### config.mk
export PLATFORM = sky130hd
export DESIGN_NAME = six_step_commutation_duty_ramp
export DESIGN_NICKNAME = d
export VERILOG_FILES = /design/src/hw/rtl/ssc_pkg.sv /design/src/hw/rtl/ssc_cfg.sv /design/src/hw/rtl/ssc_core.sv /design/src/hw/rtl/six_step_commutation_duty_ramp.sv
export SDC_FILE = /design/constraint.sdc
export NUM_CORES = 1
export LEC_CHECK = 0
export BUFFER_PORTS_ARGS = -buffer_cell sky130_fd_sc_hd__buf_2
export CAP_MARGIN = 30
export CORE_MARGIN = 2
export CORE_UTILIZATION = 50
export DETAILED_ROUTE_END_ITERATION = 10
export PLACE_DENSITY_LB_ADDON = 0.12
export SLEW_MARGIN = 40
export SYNTH_ARGS = -nofsm -noshare
export SYNTH_HDL_FRONTEND = slang
export SYNTH_SLANG_ARGS = --single-unit
### constraint.sdc
create_clock -name clk -period 7.3 [get_ports clk]
set_input_delay 1.095 -clock clk [delete_from_list [all_inputs] [get_ports clk]]
set_output_delay 1.095 -clock clk [all_outputs]
set_load 0.03 [all_outputs]
### src/hw/rtl/ssc_pkg.sv
// Shared types, constants and the hall-to-phase table for the six-step
// commutation block. No dependencies.
`default_nettype none

package ssc_pkg;

  localparam int unsigned HALL_W     = 3;
  localparam int unsigned DUTY_W     = 16;
  localparam int unsigned RAMP_W     = 10;
  localparam int unsigned MODE_W     = 2;
  localparam int unsigned CFG_IDX_W  = 3;
  localparam int unsigned CFG_DATA_W = 16;

  // register indexes
  localparam logic [CFG_IDX_W-1:0] CFG_DIRECTION     = 3'd0;
  localparam logic [CFG_IDX_W-1:0] CFG_MIN_DUTY      = 3'd1;
  localparam logic [CFG_IDX_W-1:0] CFG_RAMP_INTERVAL = 3'd2;
  localparam logic [CFG_IDX_W-1:0] CFG_COARSE_STEP   = 3'd3;
  localparam logic [CFG_IDX_W-1:0] CFG_FINE_STEP     = 3'd4;

  // register reset values
  localparam logic [RAMP_W-1:0] RST_RAMP_INTERVAL = 10'd50;
  localparam logic [DUTY_W-1:0] RST_COARSE_STEP   = 16'd100;
  localparam logic [DUTY_W-1:0] RST_FINE_STEP     = 16'd10;

  // phase modes
  localparam logic [MODE_W-1:0] MODE_OFF    = 2'd0;
  localparam logic [MODE_W-1:0] MODE_HI_PWM = 2'd1;
  localparam logic [MODE_W-1:0] MODE_LO_ON  = 2'd2;

  localparam logic [HALL_W-1:0] HALL_1 = 3'd1;
  localparam logic [HALL_W-1:0] HALL_2 = 3'd2;
  localparam logic [HALL_W-1:0] HALL_3 = 3'd3;
  localparam logic [HALL_W-1:0] HALL_4 = 3'd4;
  localparam logic [HALL_W-1:0] HALL_5 = 3'd5;
  localparam logic [HALL_W-1:0] HALL_6 = 3'd6;

  typedef struct packed {
    logic [HALL_W-1:0] hall_code;
    logic [DUTY_W-1:0] target_duty;
    logic              fault_any;
    logic              start_press;
    logic              stop_request;
  } ssc_in_t;

  typedef struct packed {
    logic [MODE_W-1:0] phase_u_mode;
    logic [MODE_W-1:0] phase_v_mode;
    logic [MODE_W-1:0] phase_w_mode;
    logic [DUTY_W-1:0] duty_out;
    logic              running;
  } ssc_out_t;

  typedef struct packed {
    logic              direction;
    logic [DUTY_W-1:0] min_duty;
    logic [RAMP_W-1:0] ramp_interval;
    logic [DUTY_W-1:0] coarse_step;
    logic [DUTY_W-1:0] fine_step;
  } ssc_cfg_t;

  typedef struct packed {
    logic [MODE_W-1:0] u;
    logic [MODE_W-1:0] v;
    logic [MODE_W-1:0] w;
  } ssc_phase_t;

  // Reverse direction walks the forward table mirrored: code h maps to 7-h.
  function automatic ssc_phase_t phase_lookup(input logic dir,
                                              input logic [HALL_W-1:0] hall);
    logic [HALL_W-1:0] h;
    ssc_phase_t        p;
    h = dir ? ~hall : hall;
    unique case (h)
      HALL_1:  p = '{u: MODE_OFF,    v: MODE_LO_ON,  w: MODE_HI_PWM};
      HALL_2:  p = '{u: MODE_LO_ON,  v: MODE_HI_PWM, w: MODE_OFF};
      HALL_3:  p = '{u: MODE_LO_ON,  v: MODE_OFF,    w: MODE_HI_PWM};
      HALL_4:  p = '{u: MODE_HI_PWM, v: MODE_OFF,    w: MODE_LO_ON};
      HALL_5:  p = '{u: MODE_HI_PWM, v: MODE_LO_ON,  w: MODE_OFF};
      HALL_6:  p = '{u: MODE_OFF,    v: MODE_HI_PWM, w: MODE_LO_ON};
      default: p = '{u: MODE_OFF,    v: MODE_OFF,    w: MODE_OFF};
    endcase
    return p;
  endfunction

endpackage

`default_nettype wire

### src/hw/rtl/ssc_cfg.sv
// Configuration register file for the six-step commutation block.
// Depends on ssc_pkg.
`default_nettype none

module ssc_cfg (
  input  wire logic                           clk,
  input  wire logic                           rst_n,
  input  wire logic                           cfg_we,
  input  wire logic [ssc_pkg::CFG_IDX_W-1:0]  cfg_index,
  input  wire logic [ssc_pkg::CFG_DATA_W-1:0] cfg_wdata,
  output ssc_pkg::ssc_cfg_t                   cfg
);
  import ssc_pkg::*;

  ssc_cfg_t cfg_r;
  ssc_cfg_t cfg_nxt;

  always_comb begin
    cfg_nxt = cfg_r;
    if (cfg_we) begin
      unique case (cfg_index)
        CFG_DIRECTION:     cfg_nxt.direction     = cfg_wdata[0];
        CFG_MIN_DUTY:      cfg_nxt.min_duty      = cfg_wdata[DUTY_W-1:0];
        CFG_RAMP_INTERVAL: cfg_nxt.ramp_interval = cfg_wdata[RAMP_W-1:0];
        CFG_COARSE_STEP:   cfg_nxt.coarse_step   = cfg_wdata[DUTY_W-1:0];
        CFG_FINE_STEP:     cfg_nxt.fine_step     = cfg_wdata[DUTY_W-1:0];
        default:           cfg_nxt = cfg_r;
      endcase
    end
  end

  always_ff @(posedge clk) begin
    if (!rst_n) begin
      cfg_r.direction     <= 1'b0;
      cfg_r.min_duty      <= '0;
      cfg_r.ramp_interval <= RST_RAMP_INTERVAL;
      cfg_r.coarse_step   <= RST_COARSE_STEP;
      cfg_r.fine_step     <= RST_FINE_STEP;
    end else begin
      cfg_r <= cfg_nxt;
    end
  end

  assign cfg = cfg_r;

endmodule

`default_nettype wire

### src/hw/rtl/ssc_core.sv
// Run/stop control, duty ramp and commutation lookup for one tick word.
// Holds the run flag, duty and ramp countdown. Depends on ssc_pkg.
`default_nettype none

module ssc_core #(
  parameter int unsigned DUTY_BITS = 16
) (
  input  wire logic              clk,
  input  wire logic              rst_n,
  input  wire logic              step,
  input  wire ssc_pkg::ssc_cfg_t cfg,
  input  wire ssc_pkg::ssc_in_t  word,
  output ssc_pkg::ssc_out_t      result
);
  import ssc_pkg::*;

  logic                 run_r, run_nxt;
  logic [DUTY_BITS-1:0] duty_r, duty_nxt;
  logic [RAMP_W-1:0]    cnt_r, cnt_nxt;

  logic [DUTY_BITS-1:0] tgt, min_d, duty_a, gap, coarse, fine, ramped;
  logic                 run_a, up;
  logic [RAMP_W-1:0]    cnt_a;
  ssc_phase_t           ph;

  assign tgt    = word.target_duty[DUTY_BITS-1:0];
  assign min_d  = cfg.min_duty[DUTY_BITS-1:0];
  assign coarse = cfg.coarse_step[DUTY_BITS-1:0];
  assign fine   = cfg.fine_step[DUTY_BITS-1:0];

  // start / stop decision
  always_comb begin
    run_a  = run_r;
    duty_a = duty_r;
    cnt_a  = cnt_r;
    if (!run_r) begin
      if (!word.fault_any && (tgt != '0) && word.start_press) begin
        run_a  = 1'b1;
        duty_a = min_d;
        cnt_a  = cfg.ramp_interval;
      end
    end else if (word.stop_request || (tgt == '0)) begin
      run_a  = 1'b0;
      duty_a = min_d;
    end
  end

  // one ramp step toward the target; never overshoots
  assign up  = (tgt >= duty_a);
  assign gap = up ? DUTY_BITS'(tgt - duty_a) : DUTY_BITS'(duty_a - tgt);

  always_comb begin
    if (DUTY_W'(gap) > cfg.coarse_step) begin
      ramped = up ? DUTY_BITS'(duty_a + coarse) : DUTY_BITS'(duty_a - coarse);
    end else if (DUTY_W'(gap) > cfg.fine_step) begin
      ramped = up ? DUTY_BITS'(duty_a + fine) : DUTY_BITS'(duty_a - fine);
    end else begin
      ramped = tgt;
    end
  end

  always_comb begin
    duty_nxt = duty_a;
    cnt_nxt  = cnt_a;
    run_nxt  = run_a;
    if (run_a) begin
      if (cnt_a == '0) begin
        cnt_nxt  = cfg.ramp_interval;
        duty_nxt = ramped;
      end else begin
        cnt_nxt = cnt_a - 1'b1;
      end
    end
  end

  always_comb begin
    ph = phase_lookup(cfg.direction, word.hall_code);
    result.phase_u_mode = run_nxt ? ph.u : MODE_OFF;
    result.phase_v_mode = run_nxt ? ph.v : MODE_OFF;
    result.phase_w_mode = run_nxt ? ph.w : MODE_OFF;
    result.duty_out     = DUTY_W'(duty_nxt);
    result.running      = run_nxt;
  end

  always_ff @(posedge clk) begin
    if (!rst_n) begin
      run_r  <= 1'b0;
      duty_r <= '0;
      cnt_r  <= '0;
    end else if (step) begin
      run_r  <= run_nxt;
      duty_r <= duty_nxt;
      cnt_r  <= cnt_nxt;
    end
  end

endmodule

`default_nettype wire

### src/hw/rtl/six_step_commutation_duty_ramp.sv
// Six-step hall commutation with ramped duty: input and result registers
// around the per-tick update. Depends on ssc_pkg, ssc_cfg, ssc_core.
//
// One tick word in gives one result word out. A word is registered on
// acceptance, updated in a single pass through the run/stop, ramp and hall
// table logic, and lands in the result register once that register can take it.
// One word is taken every cycle while the result register can advance;
// the rate is set by the update of the run flag, duty and ramp countdown
// that each tick leaves for the next. While a result waits for out_ready
// the input register still takes one more word. Configuration writes take
// effect at the next edge and belong between bursts, with no word in flight.
`default_nettype none

module six_step_commutation_duty_ramp #(
  parameter int unsigned DUTY_BITS = 16
) (
  input  wire logic                           clk,
  input  wire logic                           rst_n,
  input  wire logic                           in_valid,
  output      logic                           in_ready,
  input  wire ssc_pkg::ssc_in_t               in_word,
  output      logic                           out_valid,
  input  wire logic                           out_ready,
  output ssc_pkg::ssc_out_t                   out_word,
  input  wire logic                           cfg_we,
  input  wire logic [ssc_pkg::CFG_IDX_W-1:0]  cfg_index,
  input  wire logic [ssc_pkg::CFG_DATA_W-1:0] cfg_wdata
);
  import ssc_pkg::*;

  ssc_cfg_t cfg;
  ssc_in_t  in_word_r;
  ssc_out_t out_word_r;
  ssc_out_t result;
  logic     in_vld_r, out_vld_r, adv;

  ssc_cfg u_cfg (
    .clk       (clk),
    .rst_n     (rst_n),
    .cfg_we    (cfg_we),
    .cfg_index (cfg_index),
    .cfg_wdata (cfg_wdata),
    .cfg       (cfg)
  );

  ssc_core #(
    .DUTY_BITS (DUTY_BITS)
  ) u_core (
    .clk    (clk),
    .rst_n  (rst_n),
    .step   (adv),
    .cfg    (cfg),
    .word   (in_word_r),
    .result (result)
  );

  assign adv      = in_vld_r && (!out_vld_r || out_ready);
  assign in_ready = !in_vld_r || adv;

  always_ff @(posedge clk) begin
    if (!rst_n) begin
      in_vld_r  <= 1'b0;
      out_vld_r <= 1'b0;
    end else begin
      if (in_ready) begin
        in_vld_r <= in_valid;
      end
      if (adv) begin
        out_vld_r <= 1'b1;
      end else if (out_ready) begin
        out_vld_r <= 1'b0;
      end
    end
  end

  always_ff @(posedge clk) begin
    if (in_valid && in_ready) begin
      in_word_r <= in_word;
    end
    if (adv) begin
      out_word_r <= result;
    end
  end

  assign out_valid = out_vld_r;
  assign out_word  = out_word_r;

`ifndef SYNTH
  a_hold_stalled: assert property (@(posedge clk) disable iff (!rst_n)
    in_vld_r && !adv |=> in_vld_r && $stable(in_word_r))
    else $error("pending tick word dropped or changed");

  a_stopped_off: assert property (@(posedge clk) disable iff (!rst_n)
    out_vld_r && !out_word_r.running |->
      out_word_r.phase_u_mode == MODE_OFF && out_word_r.phase_v_mode == MODE_OFF &&
      out_word_r.phase_w_mode == MODE_OFF)
    else $error("phases driven while stopped");

  a_result_follows: assert property (@(posedge clk) disable iff (!rst_n)
    adv |=> out_vld_r)
    else $error("processed word produced no result");
`endif

endmodule

`default_nettype wire
Word level (Yosys, flattened, before mapping)
Cells that the tools add are included.
- bits in registers: 133
- input port bits: 46
- output and inout bits: 25
- word-level logic and storage cells: 82
- $add $sub $neg: 7
- magnitude comparators: 3
- eq/ne operators: 10
- muxes and demuxes: 21
- bitwise gates (word level): 1
- reduce and logical (&&, ||, !) cells: 20
- operator list (kind ; number):
    $mux 16 ; 10
    $sub 16x16->16 ; 4
    $mux 10 ; 4
    $pmux 6 s6 ; 1
    $add 16x16->16 ; 2
    $gt 16x16->1 ; 2
    $ge 16x16->1 ; 1
    $logic_not 16->1 ; 1
    $reduce_bool 16->1 ; 1
    $eq 3x2->1 const B ; 4
    $eq 3x3->1 const B ; 4
    $logic_not 10->1 ; 1
    $reduce_and 2->1 ; 5
    $sub 10x1->10 const B ; 1
    $eq 3x1->1 const B ; 2
    $mux 1 ; 5
    $logic_and 1x1->1 ; 4
    $logic_not 1->1 ; 3
    $logic_not 3->1 ; 1
    $logic_or 1x1->1 ; 3
    $mux 3 ; 1
    $not 3->3 ; 1
    $reduce_bool 2->1 ; 1

Depth between registers and ports, before layout
Gate-level depths: netlist of the first run.
- depth after elaboration: 12
- depth in mapped cells: 34
- depth with buffers taken out: 31

Cells and area by module
A second synthesis of the first run with hierarchy kept.
- cell total of the unflattened synthesis: 1264
- area, all modules: 10894.2 µm²
- by module, submodules not included (module ; times used ; cells each ; area an instance (µm²) ; sequential area each (µm²)):
    ssc_core ; 1 ; 989 ; 7159.4 ; 540.5
    ssc_cfg ; 1 ; 221 ; 2279.7 ; 1181.1
    six_step_commutation_duty_ramp ; 1 ; 54 ; 1455.1 ; 1391.3

Worst setup path after synthesis of the first run
No wires, ideal clock.
- path kind: register -> register
- start point: reg in_word_r[4] (netlist name)
- end point: reg out_word_r, in the netlist out_word[4] (data pin)
- library setup time: 0.263 ns
- arrival time: 6.834 ns
- required time: 7.037 ns
- setup slack: 0.204 ns
- stages on the path, launching flop included: 31
- buffers on the path: 6
- clock period less this slack: 7.096 ns
- cells stage by stage: edfxtp_1 nor4_1 and4_1 o21ai_0 nand2_1 clkbuf_1 mux2_2 ha_1 clkbuf_1 nand2_1 nor4_1 nand2_1 or4_4 nand2_1 buf_1 buf_1 a21oi_1 xor2_1 ha_1 a21o_1 a21o_1 a21o_1 a2111oi_0 o21a_1 o22ai_1 clkbuf_1 buf_1 nor2_1 a211oi_1 a211oi_1 nor2_1
- RTL lines (element ; line ; RTL):
    from (decl) ; six_step_commutation_duty_ramp.sv:32 ; ssc_in_t in_word_r;
    from (signal assigned) ; six_step_commutation_duty_ramp.sv:78 ; in_word_r <= in_word;
    to (signal assigned) ; six_step_commutation_duty_ramp.sv:81 ; out_word_r <= result;
    to (decl) ; six_step_commutation_duty_ramp.sv:33 ; ssc_out_t out_word_r;

==> flow_summary.html, run 1 <==
<table>
<tr><th>Metric</th><th>Value</th></tr>
<tr><th colspan="2">Clock tree</th></tr>
<tr><td>Number of CTS-inserted buffers</td><td>17</td></tr>
<tr><td>Root buffer cell</td><td>sky130_fd_sc_hd__clkbuf_16</td></tr>
<tr><td>Buffer depth of the longest clock path</td><td>2</td></tr>
<tr><td>Post-CTS setup buffers</td><td>0</td></tr>
<tr><td>Deepest level of the CTS H-tree</td><td>4</td></tr>
<tr><td>Sink count of the clock tree</td><td>133</td></tr>
<tr><td>CTS resizes</td><td>0</td></tr>
<tr><td>Clock Pin Slew Worst Setup and Hold Paths</td><td>70 ps</td></tr>
<tr><td>Source-to-sink clock delay at the later pin of the worst-skew pair</td><td>440 ps</td></tr>
<tr><td>Hold_buf cts</td><td>0</td></tr>
<tr><td>CTS tree</td><td>built</td></tr>
<tr><th colspan="2">Hold path</th></tr>
<tr><td>Hold Path Class</td><td>reg -&gt; reg</td></tr>
<tr><td>Hold path startpoint</td><td>u_cfg.cfg[29]$_SDFFE_PN0P_</td></tr>
<tr><th colspan="2">Drt</th></tr>
<tr><td>Detailed-routing iteration count for the pre-antenna-repair pass</td><td>6</td></tr>
<tr><td>Via-to-Cell Ratio</td><td>6.13</td></tr>
<tr><td>Final WL</td><td>36.0 mm</td></tr>
<tr><td>Post-route ant nets</td><td>0</td></tr>
<tr><td>Detailed router's first-iteration violation count</td><td>1,057</td></tr>
<tr><td>Wirelength per Cell</td><td>21.4 um</td></tr>
<tr><td>Drt drc</td><td>0</td></tr>
<tr><td>Via count</td><td>10,300</td></tr>
<tr><th colspan="2">GRT</th></tr>
<tr><td>First-pass GRT wire length</td><td>55.0 mm</td></tr>
<tr><td>Overflow left after global routing</td><td>0</td></tr>
<tr><td>Via count of the first global-routing pass</td><td>9,436</td></tr>
<tr><td>GRT Overall Usage</td><td>32.7%</td></tr>
<tr><td>Pin count of the biggest net entering global routing</td><td>94</td></tr>
<tr><td>Initial antenna violation count</td><td>0</td></tr>
<tr><th colspan="2">Yosys</th></tr>
<tr><td>Main synth FF type</td><td>sky130_fd_sc_hd__dfxtp_1</td></tr>
<tr><td>Net count after synthesis</td><td>1,445</td></tr>
<tr><td>Async set-or-reset flop fraction in the synthesized netlist</td><td>0%</td></tr>
<tr><td>Synthesized instance count</td><td>1,304</td></tr>
<tr><td>Cell types occupying the most area after synthesis</td><td>sky130_fd_sc_hd__dfxtp_1 (17%), sky130_fd_sc_hd__edfxtp_1 (13%), sky130_fd_sc_hd__ha_1 (11%)</td></tr>
<tr><td>Xor/xnor share of the synthesized area</td><td>5.14%</td></tr>
<tr><td>Total of warnings raised by yosys</td><td>0</td></tr>
<tr><td>Flop and latch count out of synthesis</td><td>133</td></tr>
<tr><td>Syn avg cell area</td><td>8.10 um2</td></tr>
<tr><td>Simple-gate area share of the yosys netlist</td><td>20.6%</td></tr>
<tr><td>Sequential fraction of the synthesis area</td><td>29.5%</td></tr>
<tr><td>Combined area of all synthesized cells</td><td>0.0106 mm2</td></tr>
<tr><td>Distinct cell type count after synthesis</td><td>83</td></tr>
<tr><td>Cell type with the highest aggregate area in the netlist</td><td>sky130_fd_sc_hd__dfxtp_1</td></tr>
<tr><td>Multiplexer share of the synthesized area</td><td>3.58%</td></tr>
<tr><td>Post-synthesis compound-gate area fraction</td><td>24.8%</td></tr>
<tr><td>Main combinational cell family by area after synthesis</td><td>compound AO/OA/AOI/OAI gates</td></tr>
<tr><td>Number of synthesized flops with an enable pin</td><td>45</td></tr>
<tr><td>Arithmetic-cell share of the synthesized area counting full adders, half adders and majority gates</td><td>11.5%</td></tr>
<tr><td>Post-synth top area share</td><td>16.7%</td></tr>
<tr><th colspan="2">Die</th></tr>
<tr><td>Die area</td><td>0.0223 mm2</td></tr>
<tr><td>Area of the core</td><td>0.0209 mm2</td></tr>
<tr><td>Horizontal die dimension</td><td>149 um</td></tr>
<tr><td>Initial standard-cell utilization of the core</td><td>50.5%</td></tr>
<tr><td>Die Height</td><td>149 um</td></tr>
<tr><td>Row cnt</td><td>53</td></tr>
<tr><td>I/O pin total</td><td>71</td></tr>
<tr><th colspan="2">STA</th></tr>
<tr><td>Worst hold slack after final layout</td><td>471 ps</td></tr>
<tr><td>Fmax</td><td>146 MHz</td></tr>
<tr><td>Transition time at the pin with the least slew margin</td><td>796 ps</td></tr>
<tr><td>Clock period minus final worst setup slack</td><td>6840 ps</td></tr>
<tr><td>Number of setup violations in the final report</td><td>0</td></tr>
<tr><td>Hold violation count in the final report</td><td>0</td></tr>
<tr><td>Share of the clock period used by the worst path after layout</td><td>93.7%</td></tr>
<tr><td>Final Max Slew Viols</td><td>0</td></tr>
<tr><td>Relative slew slack</td><td>46.5%</td></tr>
<tr><td>Worst clock skew</td><td>12.3 ps</td></tr>
<tr><td>Worst Slack Setup Final</td><td>461 ps</td></tr>
<tr><th colspan="2">Power and ir drop</th></tr>
<tr><td>LEAKAGE</td><td>5.12 nW</td></tr>
<tr><td>PD cells</td><td>216 mW/mm2</td></tr>
<tr><td>Maximum vdd drop</td><td>0.140 mV</td></tr>
<tr><th colspan="2">Placed design</th></tr>
<tr><td>Port Buffers</td><td>70</td></tr>
<tr><td>Placed insts</td><td>1,652</td></tr>
<tr><td>DP Area</td><td>0.0115 mm2</td></tr>
<tr><td>Final estimated routing congestion in global placement</td><td>1.02</td></tr>
<tr><td>Worst Setup Slack post-DPL</td><td>231 ps</td></tr>
<tr><td>Placed wire-length estimate after detailed placement</td><td>28.4 mm</td></tr>
<tr><th colspan="2">Worst setup path</th></tr>
<tr><td>Top cell family by delay on the critical path</td><td>compound AO/OA/AOI/OAI gates</td></tr>
<tr><td>Stage delay of the slowest cell on the critical path</td><td>520 ps</td></tr>
<tr><td>Critical path origin</td><td>in_word_r[3]$_DFFE_PP_</td></tr>
<tr><td>Source of the worst register-to-register timing path</td><td>in_word_r[3]$_DFFE_PP_</td></tr>
<tr><td>Top fanout value on the critical path</td><td>27</td></tr>
<tr><td>Required time of the critical path</td><td>7490 ps</td></tr>
<tr><td>Number of buffer and inverter instances along the worst setup path</td><td>4</td></tr>
<tr><td>Cell with the largest stage delay on the worst path</td><td>sky130_fd_sc_hd__a211oi_1</td></tr>
<tr><td>Cell repeated most along the worst path</td><td>sky130_fd_sc_hd__nor2_1</td></tr>
<tr><td>Type of the worst setup path</td><td>reg -&gt; reg</td></tr>
<tr><td>R2r setup slk</td><td>460 ps</td></tr>
<tr><td>Data arrival time of the critical path</td><td>7030 ps</td></tr>
<tr><td>Launching element type of the critical path</td><td>register</td></tr>
<tr><td>Sort of element at the end of the critical path</td><td>register</td></tr>
<tr><th colspan="2">Cells and area</th></tr>
<tr><td>Leading cell type in the layout, fill and taps excluded</td><td>sky130_fd_sc_hd__nand2_1</td></tr>
<tr><td>Area Overhead vs Synth</td><td>15.9%</td></tr>
<tr><td>Design area</td><td>0.0122 mm2</td></tr>
<tr><td>Layout Cells excl Fill</td><td>1,685</td></tr>
<tr><td>Final net count</td><td>1,537</td></tr>
<tr><td>Leading cell types in the layout, fill and taps excluded</td><td>sky130_fd_sc_hd__nand2_1 (184), sky130_fd_sc_hd__a21oi_1 (95), sky130_fd_sc_hd__ha_1 (92), sky130_fd_sc_hd__dfxtp_1 (88), sky130_fd_sc_hd__nor2_1 (79)</td></tr>
<tr><td>Post-layout util</td><td>58.6%</td></tr>
<tr><td>Share of layout cells above drive strength 1</td><td>15.5%</td></tr>
<tr><th colspan="2">Outcome</th></tr>
<tr><td>Run status</td><td>completed</td></tr>
<tr><th colspan="2">Run</th></tr>
<tr><td>Max-cap violations</td><td>0</td></tr>
</table>
[worst paths after layout]
kind                            depth (start not counted)                         end
worst max-delay path                                   29      out_word[10]$_DFFE_PP_
worst min-delay path                                    2  u_cfg.cfg[29]$_SDFFE_PN0P_
worst min register to register                          2  u_cfg.cfg[29]$_SDFFE_PN0P_
worst max register to register                         29      out_word[10]$_DFFE_PP_
[cells by family after synthesis]
kind of cell	after synthesis
buffers and inverters	139
and+or+nand+nor	446
DFF	133
xor gates and xnor gates	62
muxes	36
adders and majority gates	96
AOI/OAI and AO/OA	392
[registers in the layout (all words and copies together) (netlist names)]
signal         count
u_core.duty_r     16
u_cfg.cfg         59
in_vld_r           1
out_word          23
u_core.cnt_r      10
out_valid          1
u_core.run_r       1
in_word_r         22
[synth_stat cells, types with 20 or more instances]
library cell and instances:
sky130_fd_sc_hd__ha_1 93, sky130_fd_sc_hd__nand2_1 185, sky130_fd_sc_hd__a21boi_0 53, sky130_fd_sc_hd__dfxtp_1 88, sky130_fd_sc_hd__nand4_1 21, sky130_fd_sc_hd__clkbuf_1 52
sky130_fd_sc_hd__o21ai_0 57, sky130_fd_sc_hd__nor2_1 80, sky130_fd_sc_hd__a21o_1 37, sky130_fd_sc_hd__inv_1 78, sky130_fd_sc_hd__edfxtp_1 45, sky130_fd_sc_hd__nand3_1 27
sky130_fd_sc_hd__a21oi_1 96, sky130_fd_sc_hd__xnor2_1 53, sky130_fd_sc_hd__a31oi_1 20, sky130_fd_sc_hd__mux2i_1 24
[power by group]
group / internal [mW] / total (mW) / switching (mW) / leakage, nW
registers: 0.799 / 0.826 / 0.0260 / 1.15
logic: 0.347 / 0.893 / 0.545 / 3.67
clock network: 0.547 / 0.930 / 0.383 / 0.297
total: 1.69 / 2.65 / 0.954 / 5.12
[worst min-delay path, delay by kind of cell, from the launching register on]
| kind | cells | cell delay (ps) |
|---|---|---|
| flip-flops | 1 | 310 |
| AO/OA/AOI/OAI | 1 | 60 |
| AND/OR/NAND/NOR | 1 | 50 |
[stage by stage]
stage,setup TNS (ps),power [mW]
finish,0,2.65
global route,-5.03,2.76
CTS,0,2.62
detailed placement,0,1.70
global placement,0,1.70
floorplan,0,1.42
[per-layer routing]
layer / vias up / global-route usage (%) / wire (um)
li1: 4921 / - / -
met2: 473 / 50.6 / 15700
met3: 99 / 4.77 / 2490
met5: - / 0 / 0
met4: 0 / 17.8 / 2210
met1: 4838 / 44.2 / 15600
[area by class of cell]
cell class,count,area (um2)
clock inverter,15,189
sequential,133,3110
fill,1939,8650
clock buffer,17,425
tap,275,344
multi-input combinational,1032,7010
antenna,1,2.50
timing repair buffer,132,857
inverter,80,300
Note: power is estimated with default switching activity, not from simulation.
==> run 2, diff against run 1 <==
--- a/config.mk
+++ b/config.mk
@@ -10,8 +10,9 @@
 export CORE_MARGIN = 2
 export CORE_UTILIZATION = 50
 export DETAILED_ROUTE_END_ITERATION = 10
+export GPL_TIMING_DRIVEN = 0
 export PLACE_DENSITY_LB_ADDON = 0.12
-export SLEW_MARGIN = 40
 export SYNTH_ARGS = -nofsm -noshare
 export SYNTH_HDL_FRONTEND = slang
+export SYNTH_HIERARCHICAL = 1
 export SYNTH_SLANG_ARGS = --single-unit
==> run 2 against run 1 <==
Against the previous run: register-to-register slack got worse by 370 ps; clock skew rose by 0.64 ps; cell count rose by 1.2%; combinational power rose by 30%; core utilization rose by 3.0 points; maximum frequency fell by 5.1%; largest power group is now combinational cells; global-route usage fell by 0.16 points; critical path depth rose by 5; sequential power barely moved; power rose by 8.3%; non-clock buffer count rose by 53; critical endpoint is now out_word[15]$_DFFE_PP_; cell area rose by 8.8%.
==> flow_summary.html, run 2 <==
<table>
<tr><th>Metric</th><th>Value</th></tr>
<tr><th colspan="2">Yosys</th></tr>
<tr><td>Sequential fraction of the synthesis area</td><td>28.6%</td></tr>
<tr><td>Cell type with the highest aggregate area in the netlist</td><td>sky130_fd_sc_hd__dfxtp_1</td></tr>
<tr><td>Number of synthesized flops with an enable pin</td><td>45</td></tr>
<tr><td>Distinct cell type count after synthesis</td><td>100</td></tr>
<tr><td>Flop and latch count out of synthesis</td><td>133</td></tr>
<tr><td>Total of warnings raised by yosys</td><td>6</td></tr>
<tr><td>Net count after synthesis</td><td>1,405</td></tr>
<tr><td>Async set-or-reset flop fraction in the synthesized netlist</td><td>0%</td></tr>
<tr><td>Most repeated cell in the gate-level netlist after synthesis</td><td>sky130_fd_sc_hd__nand2_1</td></tr>
<tr><td>Syn avg cell area</td><td>8.62 um2</td></tr>
<tr><td>Synthesized instance count</td><td>1,264</td></tr>
<tr><td>Cell types occupying the most area after synthesis</td><td>sky130_fd_sc_hd__dfxtp_1 (16%), sky130_fd_sc_hd__edfxtp_1 (12%), sky130_fd_sc_hd__ha_1 (11%)</td></tr>
<tr><td>Combined area of all synthesized cells</td><td>0.0109 mm2</td></tr>
<tr><td>Main synth FF type</td><td>sky130_fd_sc_hd__dfxtp_1</td></tr>
<tr><td>Most frequent cells after synthesis</td><td>sky130_fd_sc_hd__nand2_1 (137), sky130_fd_sc_hd__a21oi_1 (95), sky130_fd_sc_hd__ha_1 (93), sky130_fd_sc_hd__mux2i_1 (90), sky130_fd_sc_hd__dfxtp_1 (88)</td></tr>
<tr><td>Post-synth top area share</td><td>16.2%</td></tr>
<tr><th colspan="2">Die</th></tr>
<tr><td>Die Height</td><td>152 um</td></tr>
<tr><td>Initial standard-cell utilization of the core</td><td>50.4%</td></tr>
<tr><td>Area of the core</td><td>0.0216 mm2</td></tr>
<tr><td>I/O pin total</td><td>71</td></tr>
<tr><td>Die area</td><td>0.0230 mm2</td></tr>
<tr><td>Horizontal die dimension</td><td>152 um</td></tr>
<tr><td>Row cnt</td><td>54</td></tr>
<tr><th colspan="2">Drt</th></tr>
<tr><td>Final WL</td><td>37.5 mm</td></tr>
<tr><td>Post-route ant nets</td><td>0</td></tr>
<tr><td>Detailed router's first-iteration violation count</td><td>833</td></tr>
<tr><td>Via-to-Cell Ratio</td><td>6.11</td></tr>
<tr><td>Drt drc</td><td>0</td></tr>
<tr><td>Wirelength per Cell</td><td>22.0 um</td></tr>
<tr><td>Via count</td><td>10,400</td></tr>
<tr><td>Detailed-routing iteration count for the pre-antenna-repair pass</td><td>5</td></tr>
<tr><th colspan="2">Worst setup path</th></tr>
<tr><td>Data arrival time of the critical path</td><td>7360 ps</td></tr>
<tr><td>Stage delay of the slowest cell on the critical path</td><td>460 ps</td></tr>
<tr><td>Top fanout value on the critical path</td><td>9</td></tr>
<tr><td>Type of the worst setup path</td><td>reg -&gt; reg</td></tr>
<tr><td>Sort of element at the end of the critical path</td><td>register</td></tr>
<tr><td>Cell repeated most along the worst path</td><td>sky130_fd_sc_hd__a21o_1</td></tr>
<tr><td>Launching element type of the critical path</td><td>register</td></tr>
<tr><td>Cell with the largest stage delay on the worst path</td><td>sky130_fd_sc_hd__edfxtp_1</td></tr>
<tr><td>Required time of the critical path</td><td>7450 ps</td></tr>
<tr><td>Worst reg-to-reg path cell count</td><td>34</td></tr>
<tr><th colspan="2">Clock tree</th></tr>
<tr><td>Number of CTS-inserted buffers</td><td>17</td></tr>
<tr><td>Clock Pin Slew Worst Setup and Hold Paths</td><td>60 ps</td></tr>
<tr><td>Hold_buf cts</td><td>0</td></tr>
<tr><td>Deepest level of the CTS H-tree</td><td>4</td></tr>
<tr><td>CTS tree</td><td>built</td></tr>
<tr><td>Source-to-sink clock delay at the later pin of the worst-skew pair</td><td>420 ps</td></tr>
<tr><td>Sink count of the clock tree</td><td>133</td></tr>
<tr><td>Root buffer cell</td><td>sky130_fd_sc_hd__clkbuf_16</td></tr>
<tr><td>Buffer depth of the longest clock path</td><td>2</td></tr>
<tr><th colspan="2">Cells and area</th></tr>
<tr><td>Final net count</td><td>1,553</td></tr>
<tr><td>Area Overhead vs Synth</td><td>22.2%</td></tr>
<tr><td>Leading cell type in the layout, fill and taps excluded</td><td>sky130_fd_sc_hd__nand2_1</td></tr>
<tr><td>Flip-flop count of the largest register, all copies and words added</td><td>59</td></tr>
<tr><td>Leading cell types in the layout, fill and taps excluded</td><td>sky130_fd_sc_hd__nand2_1 (135), sky130_fd_sc_hd__dfxtp_1 (88), sky130_fd_sc_hd__a21oi_1 (84), sky130_fd_sc_hd__ha_1 (84), sky130_fd_sc_hd__mux2i_1 (82)</td></tr>
<tr><td>Number of diodes</td><td>0</td></tr>
<tr><td>Total area of sequential cells</td><td>0.00311 mm2</td></tr>
<tr><td>Share of layout cells above drive strength 1</td><td>20.8%</td></tr>
<tr><td>Area of combinational cells with multiple inputs</td><td>0.00764 mm2</td></tr>
<tr><td>Filler cell count</td><td>1,964</td></tr>
<tr><th colspan="2">Run</th></tr>
<tr><td>Max-cap violations</td><td>0</td></tr>
<tr><th colspan="2">Outcome</th></tr>
<tr><td>Run status</td><td>completed</td></tr>
<tr><th colspan="2">STA</th></tr>
<tr><td>Relative slew slack</td><td>37.9%</td></tr>
<tr><td>Share of the clock period used by the worst path after layout</td><td>98.7%</td></tr>
<tr><td>Fmax</td><td>139 MHz</td></tr>
<tr><td>Worst clock skew</td><td>13.0 ps</td></tr>
<tr><td>Number of setup violations in the final report</td><td>0</td></tr>
<tr><td>Clock period minus final worst setup slack</td><td>7200 ps</td></tr>
<tr><td>Unrepaired setup endpoints after global routing</td><td>true</td></tr>
<tr><td>Hold violation count in the final report</td><td>0</td></tr>
<tr><td>Final Max Slew Viols</td><td>0</td></tr>
<tr><td>Worst hold slack after final layout</td><td>466 ps</td></tr>
<tr><td>Transition time at the pin with the least slew margin</td><td>929 ps</td></tr>
<tr><td>Sum of negative setup slack</td><td>0 ps</td></tr>
<tr><th colspan="2">Power and ir drop</th></tr>
<tr><td>PD cells</td><td>215 mW/mm2</td></tr>
<tr><td>Maximum vdd drop</td><td>0.174 mV</td></tr>
<tr><td>LEAKAGE</td><td>5.63 nW</td></tr>
<tr><th colspan="2">Placed design</th></tr>
<tr><td>Placed wire-length estimate after detailed placement</td><td>28.8 mm</td></tr>
<tr><td>Final estimated routing congestion in global placement</td><td>0.946</td></tr>
<tr><td>Port Buffers</td><td>70</td></tr>
<tr><th colspan="2">Hold path</th></tr>
<tr><td>Hold Path Class</td><td>reg -&gt; reg</td></tr>
<tr><td>Worst hold path stage count</td><td>2</td></tr>
<tr><th colspan="2">GRT</th></tr>
<tr><td>Initial antenna violation count</td><td>0</td></tr>
<tr><td>Pin count of the biggest net entering global routing</td><td>29</td></tr>
<tr><td>First-pass GRT wire length</td><td>55.9 mm</td></tr>
<tr><td>GRT Overall Usage</td><td>32.6%</td></tr>
<tr><td>Via count of the first global-routing pass</td><td>9,947</td></tr>
<tr><td>Overflow left after global routing</td><td>0</td></tr>
</table>
run 2: final cells by class:
cell class                      instances  share of cell area [%]
Multi-Input combinational cell        989                    57.4
Inverter                               86                    2.44
Timing Repair Buffer                  131                    6.35
Clock inverter                         12                    1.05
Tap cell                              280                    2.63
Sequential cell                       133                    23.4
Clock buffer                           20                    3.60
Buffer                                 54                    3.13
run 2: what timing repair did:
action	4_1_cts	5_1_grt
setup endpoints to repair	32	32
cloned	1	0
buffers inserted	30	28
resized for setup	81	59
pin swaps	14	28
run 2: path summary, 6_finish.rpt:
kind | start | to | slack, ps
setup / recovery | in_word_r[6]$_DFFE_PP_ | out_word[15]$_DFFE_PP_ | 100
hold / removal | u_cfg/cfg[4]$_SDFFE_PN0P_ | u_cfg/cfg[4]$_SDFFE_PN0P_ | 470
setup reg to reg | in_word_r[6]$_DFFE_PP_ | out_word[15]$_DFFE_PP_ | 100
hold reg to reg | u_cfg/cfg[4]$_SDFFE_PN0P_ | u_cfg/cfg[4]$_SDFFE_PN0P_ | 470
run 2: cells by family (layout without fill, tap and decap cells):
group,Yosys count,count (layout),share of synthesized area (%)
buf+inv,142,303,5.63
simple gates,382,382,18.2
compound gates,353,353,22.6
flops,133,133,28.6
xor+xnor,61,61,4.90
mux,97,97,9.03
fa+ha+maj,96,96,11.2
run 2: metal layers:
metal  up-vias  GRT usage (%)  routed length [um]
met3        70           4.97                2310
met4         0           13.8                1520
li1       4932              -                   -
met1      5055           43.3               16300
met2       365           52.9               17400
met5         -              0                   0
run 2: report_power, final:
part	total (mW)	leakage, nW	internal, mW	switching, mW
Sequential	0.827	1.16	0.800	0.0272
Combinational	1.16	4.18	0.484	0.675
Clock	0.882	0.289	0.548	0.334
run 2: critical path, delay by kind of cell, from the launching register on:
family                   cells  cell delay [ps]
flip-flops                   1              460
buffers and inverters        9             1300
AND/OR/NAND/NOR              7             1400
XOR/XNOR                     1              180
multiplexers                 1              290
AO/OA/AOI/OAI               14             2760
adder cells (fa/ha/maj)      2              540
run 2: metrics by stage:
stage	util [%]	instance area, um2	std cells	setup slack (ps)	power [mW]
after floorplan	-	10900	1264	89.2	1.51
final	61.6	13300	1705	95.3	2.87
after CTS	59.4	12800	1678	6.09	2.75
after detailed placement	53.8	11600	1616	-2310	1.78
after global placement	53.6	11600	1614	-2240	1.77
after global routing	61.6	13300	1705	-138	3.00
==> run 3, diff against run 2 <==
--- a/config.mk
+++ b/config.mk
@@ -5,12 +5,14 @@
 export SDC_FILE = /design/constraint.sdc
 export NUM_CORES = 1
 export LEC_CHECK = 0
+export ABC_AREA = 1
 export BUFFER_PORTS_ARGS = -buffer_cell sky130_fd_sc_hd__buf_2
 export CAP_MARGIN = 30
 export CORE_MARGIN = 2
 export CORE_UTILIZATION = 50
 export DETAILED_ROUTE_END_ITERATION = 10
 export GPL_TIMING_DRIVEN = 0
+export MAX_ROUTING_LAYER = met4
 export PLACE_DENSITY_LB_ADDON = 0.12
 export SYNTH_ARGS = -nofsm -noshare
 export SYNTH_HDL_FRONTEND = slang
==> run 3 against run 2 <==
Against the previous run: register-to-register slack better by 240 ps; core utilization is 4.2 points lower; sequential cell count stayed put; die area is 1.1% higher; via count is 5.3% higher; critical path depth is 5 higher; power is 1.2% higher; synthesized cell count is 27% higher; sequential power is 0.7% higher; routed wire length is 2.0% lower; area after synthesis is 1.1% higher; maximum frequency is 3.4% higher; highest routed layer unchanged.
==> flow_summary.html, run 3 <==
<table>
<tr><th>Metric</th><th>Value</th></tr>
<tr><th colspan="2">Outcome</th></tr>
<tr><td>Run status</td><td>completed</td></tr>
<tr><th colspan="2">STA</th></tr>
<tr><td>Number of setup violations in the final report</td><td>0</td></tr>
<tr><td>Worst Slack Setup Final</td><td>332 ps</td></tr>
<tr><td>Relative slew slack</td><td>49.2%</td></tr>
<tr><td>Final Max Slew Viols</td><td>0</td></tr>
<tr><td>Hold violation count in the final report</td><td>0</td></tr>
<tr><td>Clock period minus final worst setup slack</td><td>6970 ps</td></tr>
<tr><td>Worst clock skew</td><td>15.1 ps</td></tr>
<tr><td>Sum of negative setup slack</td><td>0 ps</td></tr>
<tr><td>Fmax</td><td>144 MHz</td></tr>
<tr><td>Share of the clock period used by the worst path after layout</td><td>95.5%</td></tr>
<tr><td>Transition time at the pin with the least slew margin</td><td>741 ps</td></tr>
<tr><th colspan="2">Yosys</th></tr>
<tr><td>Synthesized instance count</td><td>1,608</td></tr>
<tr><td>Most frequent cells after synthesis</td><td>sky130_fd_sc_hd__nand2_1 (300), sky130_fd_sc_hd__inv_1 (244), sky130_fd_sc_hd__nor2_1 (207), sky130_fd_sc_hd__nand3_1 (128), sky130_fd_sc_hd__a21oi_1 (103)</td></tr>
<tr><td>Sequential fraction of the synthesis area</td><td>28.3%</td></tr>
<tr><td>Combined area of all synthesized cells</td><td>0.0110 mm2</td></tr>
<tr><td>Post-synth top area share</td><td>16.0%</td></tr>
<tr><td>Syn avg cell area</td><td>6.85 um2</td></tr>
<tr><td>Net count after synthesis</td><td>1,749</td></tr>
<tr><td>Cell types occupying the most area after synthesis</td><td>sky130_fd_sc_hd__dfxtp_1 (16%), sky130_fd_sc_hd__edfxtp_1 (12%), sky130_fd_sc_hd__ha_1 (11%)</td></tr>
<tr><td>Distinct cell type count after synthesis</td><td>59</td></tr>
<tr><td>Most repeated cell in the gate-level netlist after synthesis</td><td>sky130_fd_sc_hd__nand2_1</td></tr>
<tr><td>Async set-or-reset flop fraction in the synthesized netlist</td><td>0%</td></tr>
<tr><td>Cell type with the highest aggregate area in the netlist</td><td>sky130_fd_sc_hd__dfxtp_1</td></tr>
<tr><td>Number of synthesized flops with an enable pin</td><td>45</td></tr>
<tr><td>Main synth FF type</td><td>sky130_fd_sc_hd__dfxtp_1</td></tr>
<tr><td>Total of warnings raised by yosys</td><td>6</td></tr>
<tr><td>Flop and latch count out of synthesis</td><td>133</td></tr>
<tr><th colspan="2">Die</th></tr>
<tr><td>Initial standard-cell utilization of the core</td><td>50.6%</td></tr>
<tr><td>Row cnt</td><td>54</td></tr>
<tr><td>Die Height</td><td>152 um</td></tr>
<tr><td>I/O pin total</td><td>71</td></tr>
<tr><td>Die area</td><td>0.0232 mm2</td></tr>
<tr><td>Horizontal die dimension</td><td>152 um</td></tr>
<tr><td>Area of the core</td><td>0.0218 mm2</td></tr>
<tr><th colspan="2">Placed design</th></tr>
<tr><td>Final estimated routing congestion in global placement</td><td>1.02</td></tr>
<tr><td>Placed wire-length estimate after detailed placement</td><td>30.1 mm</td></tr>
<tr><td>Port Buffers</td><td>70</td></tr>
<tr><td>Worst Setup Slack post-DPL</td><td>-970 ps</td></tr>
<tr><td>Placed insts</td><td>1,960</td></tr>
<tr><th colspan="2">Clock tree</th></tr>
<tr><td>Deepest level of the CTS H-tree</td><td>4</td></tr>
<tr><td>Clock Pin Slew Worst Setup and Hold Paths</td><td>60 ps</td></tr>
<tr><td>Sink count of the clock tree</td><td>133</td></tr>
<tr><td>Root buffer cell</td><td>sky130_fd_sc_hd__clkbuf_16</td></tr>
<tr><td>Number of CTS-inserted buffers</td><td>17</td></tr>
<tr><td>Source-to-sink clock delay at the later pin of the worst-skew pair</td><td>430 ps</td></tr>
<tr><td>Buffer depth of the longest clock path</td><td>2</td></tr>
<tr><td>CTS tree</td><td>built</td></tr>
<tr><td>Hold_buf cts</td><td>0</td></tr>
<tr><th colspan="2">Cells and area</th></tr>
<tr><td>Final net count</td><td>1,846</td></tr>
<tr><td>Number of diodes</td><td>0</td></tr>
<tr><td>Leading cell types in the layout, fill and taps excluded</td><td>sky130_fd_sc_hd__nand2_1 (299), sky130_fd_sc_hd__inv_1 (242), sky130_fd_sc_hd__nor2_1 (206), sky130_fd_sc_hd__nand3_1 (128), sky130_fd_sc_hd__a21oi_1 (101)</td></tr>
<tr><td>Area Overhead vs Synth</td><td>13.3%</td></tr>
<tr><td>Leading cell type in the layout, fill and taps excluded</td><td>sky130_fd_sc_hd__nand2_1</td></tr>
<tr><td>Total area of sequential cells</td><td>0.00311 mm2</td></tr>
<tr><td>Filler cell count</td><td>2,214</td></tr>
<tr><td>Layout Cells excl Fill</td><td>1,998</td></tr>
<tr><td>Area of combinational cells with multiple inputs</td><td>0.00681 mm2</td></tr>
<tr><td>Flip-flop count of the largest register, all copies and words added</td><td>59</td></tr>
<tr><td>Share of layout cells above drive strength 1</td><td>13.3%</td></tr>
<tr><th colspan="2">Worst setup path</th></tr>
<tr><td>Cell with the largest stage delay on the worst path</td><td>sky130_fd_sc_hd__edfxtp_1</td></tr>
<tr><td>Launching element type of the critical path</td><td>register</td></tr>
<tr><td>Sort of element at the end of the critical path</td><td>register</td></tr>
<tr><td>Type of the worst setup path</td><td>reg -&gt; reg</td></tr>
<tr><td>Stage delay of the slowest cell on the critical path</td><td>470 ps</td></tr>
<tr><td>Top fanout value on the critical path</td><td>10</td></tr>
<tr><td>Data arrival time of the critical path</td><td>7140 ps</td></tr>
<tr><td>Required time of the critical path</td><td>7470 ps</td></tr>
<tr><td>Cell repeated most along the worst path</td><td>sky130_fd_sc_hd__nand2_1</td></tr>
<tr><th colspan="2">Drt</th></tr>
<tr><td>Drt drc</td><td>0</td></tr>
<tr><td>Via count</td><td>11,000</td></tr>
<tr><td>Detailed-routing iteration count for the pre-antenna-repair pass</td><td>5</td></tr>
<tr><td>Final WL</td><td>36.7 mm</td></tr>
<tr><td>Wirelength per Cell</td><td>18.4 um</td></tr>
<tr><td>Detailed router's first-iteration violation count</td><td>984</td></tr>
<tr><td>Post-route ant nets</td><td>0</td></tr>
<tr><td>Via-to-Cell Ratio</td><td>5.49</td></tr>
<tr><th colspan="2">GRT</th></tr>
<tr><td>Via count of the first global-routing pass</td><td>10,300</td></tr>
<tr><td>Initial antenna violation count</td><td>0</td></tr>
<tr><td>GRT Overall Usage</td><td>32.1%</td></tr>
<tr><td>First-pass GRT wire length</td><td>56.4 mm</td></tr>
<tr><td>Pin count of the biggest net entering global routing</td><td>19</td></tr>
<tr><td>Overflow left after global routing</td><td>0</td></tr>
<tr><th colspan="2">Hold path</th></tr>
<tr><td>Hold Path Class</td><td>reg -&gt; reg</td></tr>
<tr><th colspan="2">Power and ir drop</th></tr>
<tr><td>PD cells</td><td>233 mW/mm2</td></tr>
<tr><td>Maximum vdd drop</td><td>0.137 mV</td></tr>
<tr><td>LEAKAGE</td><td>6.17 nW</td></tr>
<tr><th colspan="2">Run</th></tr>
<tr><td>Max-cap violations</td><td>0</td></tr>
</table>
==> run 3: cell count changes in the layout (fill, tap and decap cells not counted), sizes merged, moves of 28 or more <==
cell,previous run,this run
nor2,81,219
buf,153,100
xor2,12,44
inv,88,259
nand3,28,145
mux2i,90,5
nor2b,31,0
a21o,36,6
o21ai,60,88
xnor2,49,12
nand2,138,325
==> run 3: cell families after synthesis <==
family	share of synthesized area [%]
AND/OR/NAND/NOR	31.1
buffers and inverters	10.7
AO/OA/AOI/OAI	14.1
flip-flops	28.3
adder cells (fa/ha/maj)	10.9
XOR/XNOR	4.45
multiplexers	0.454
==> run 3: metrics by stage <==
| stage | area [um2] | hold slack (ps) | power (mW) | util [%] |
|---|---|---|---|---|
| after floorplan | 11000 | 445 | 1.67 | - |
| after global placement | 11700 | 452 | 2.02 | 53.9 |
| after detailed placement | 11800 | 460 | 2.03 | 54.1 |
| after CTS | 12400 | 469 | 2.88 | 56.9 |
| after global routing | 12500 | 485 | 3.07 | 57.4 |
| final | 12500 | 469 | 2.90 | 57.4 |
==> run 3: what timing repair did <==
action                     CTS  global route
setup endpoints to repair   32            32
pin swaps                    2             2
cloned                       0             0
setup buffers                3             4
resized for setup           17            21
==> run 3: path summary, 6_finish.rpt <==
| check | from | to | slack [ps] | cells past startpoint |
|---|---|---|---|---|
| worst max-delay path | in_word_r[9]$_DFFE_PP_ | out_word[16]$_DFFE_PP_ | 330 | 39 |
| worst max register to register | in_word_r[9]$_DFFE_PP_ | out_word[16]$_DFFE_PP_ | 330 | 39 |
| worst min-delay path | u_core/cnt_r[8]$_SDFFE_PN0P_ | u_core/cnt_r[8]$_SDFFE_PN0P_ | 470 | 2 |
| worst min register to register | u_core/cnt_r[8]$_SDFFE_PN0P_ | u_core/cnt_r[8]$_SDFFE_PN0P_ | 470 | 2 |
==> run 3: critical path, delay by kind of cell (launching register included) <==
kind / cells / cell delay [ps]
XOR/XNOR: 1 / 210
buffers and inverters: 9 / 1470
AO/OA/AOI/OAI: 6 / 1160
flip-flops: 1 / 470
adder cells (fa/ha/maj): 2 / 630
AND/OR/NAND/NOR: 21 / 2760
==> run 3: layout make-up <==
class	count	share of cell area (%)
tap	280	2.81
inverter	254	7.68
buffer	44	1.98
multi-input combinational	1176	54.6
sequential	133	24.9
clock buffer	20	3.67
timing repair buffer	79	3.67
clock inverter	12	0.702
==> run 3: power by group <==
| group | total, mW | internal, mW | switching [mW] |
|---|---|---|---|
| sequential | 0.833 | 0.806 | 0.0274 |
| clock | 0.819 | 0.460 | 0.359 |
| combinational | 1.25 | 0.411 | 0.838 |
==> run 3: per-layer routing <==
metal  wire (um)  part of all wire, %  vias up  GRT usage, %
met1       17000                   46     5024          44.2
met2       16000                   44      403          48.7
met3        2420                  6.6       80          3.58
met5           0                    0        -             -
li1            -                    -     5472             -
met4        1320                  3.6        0          12.6
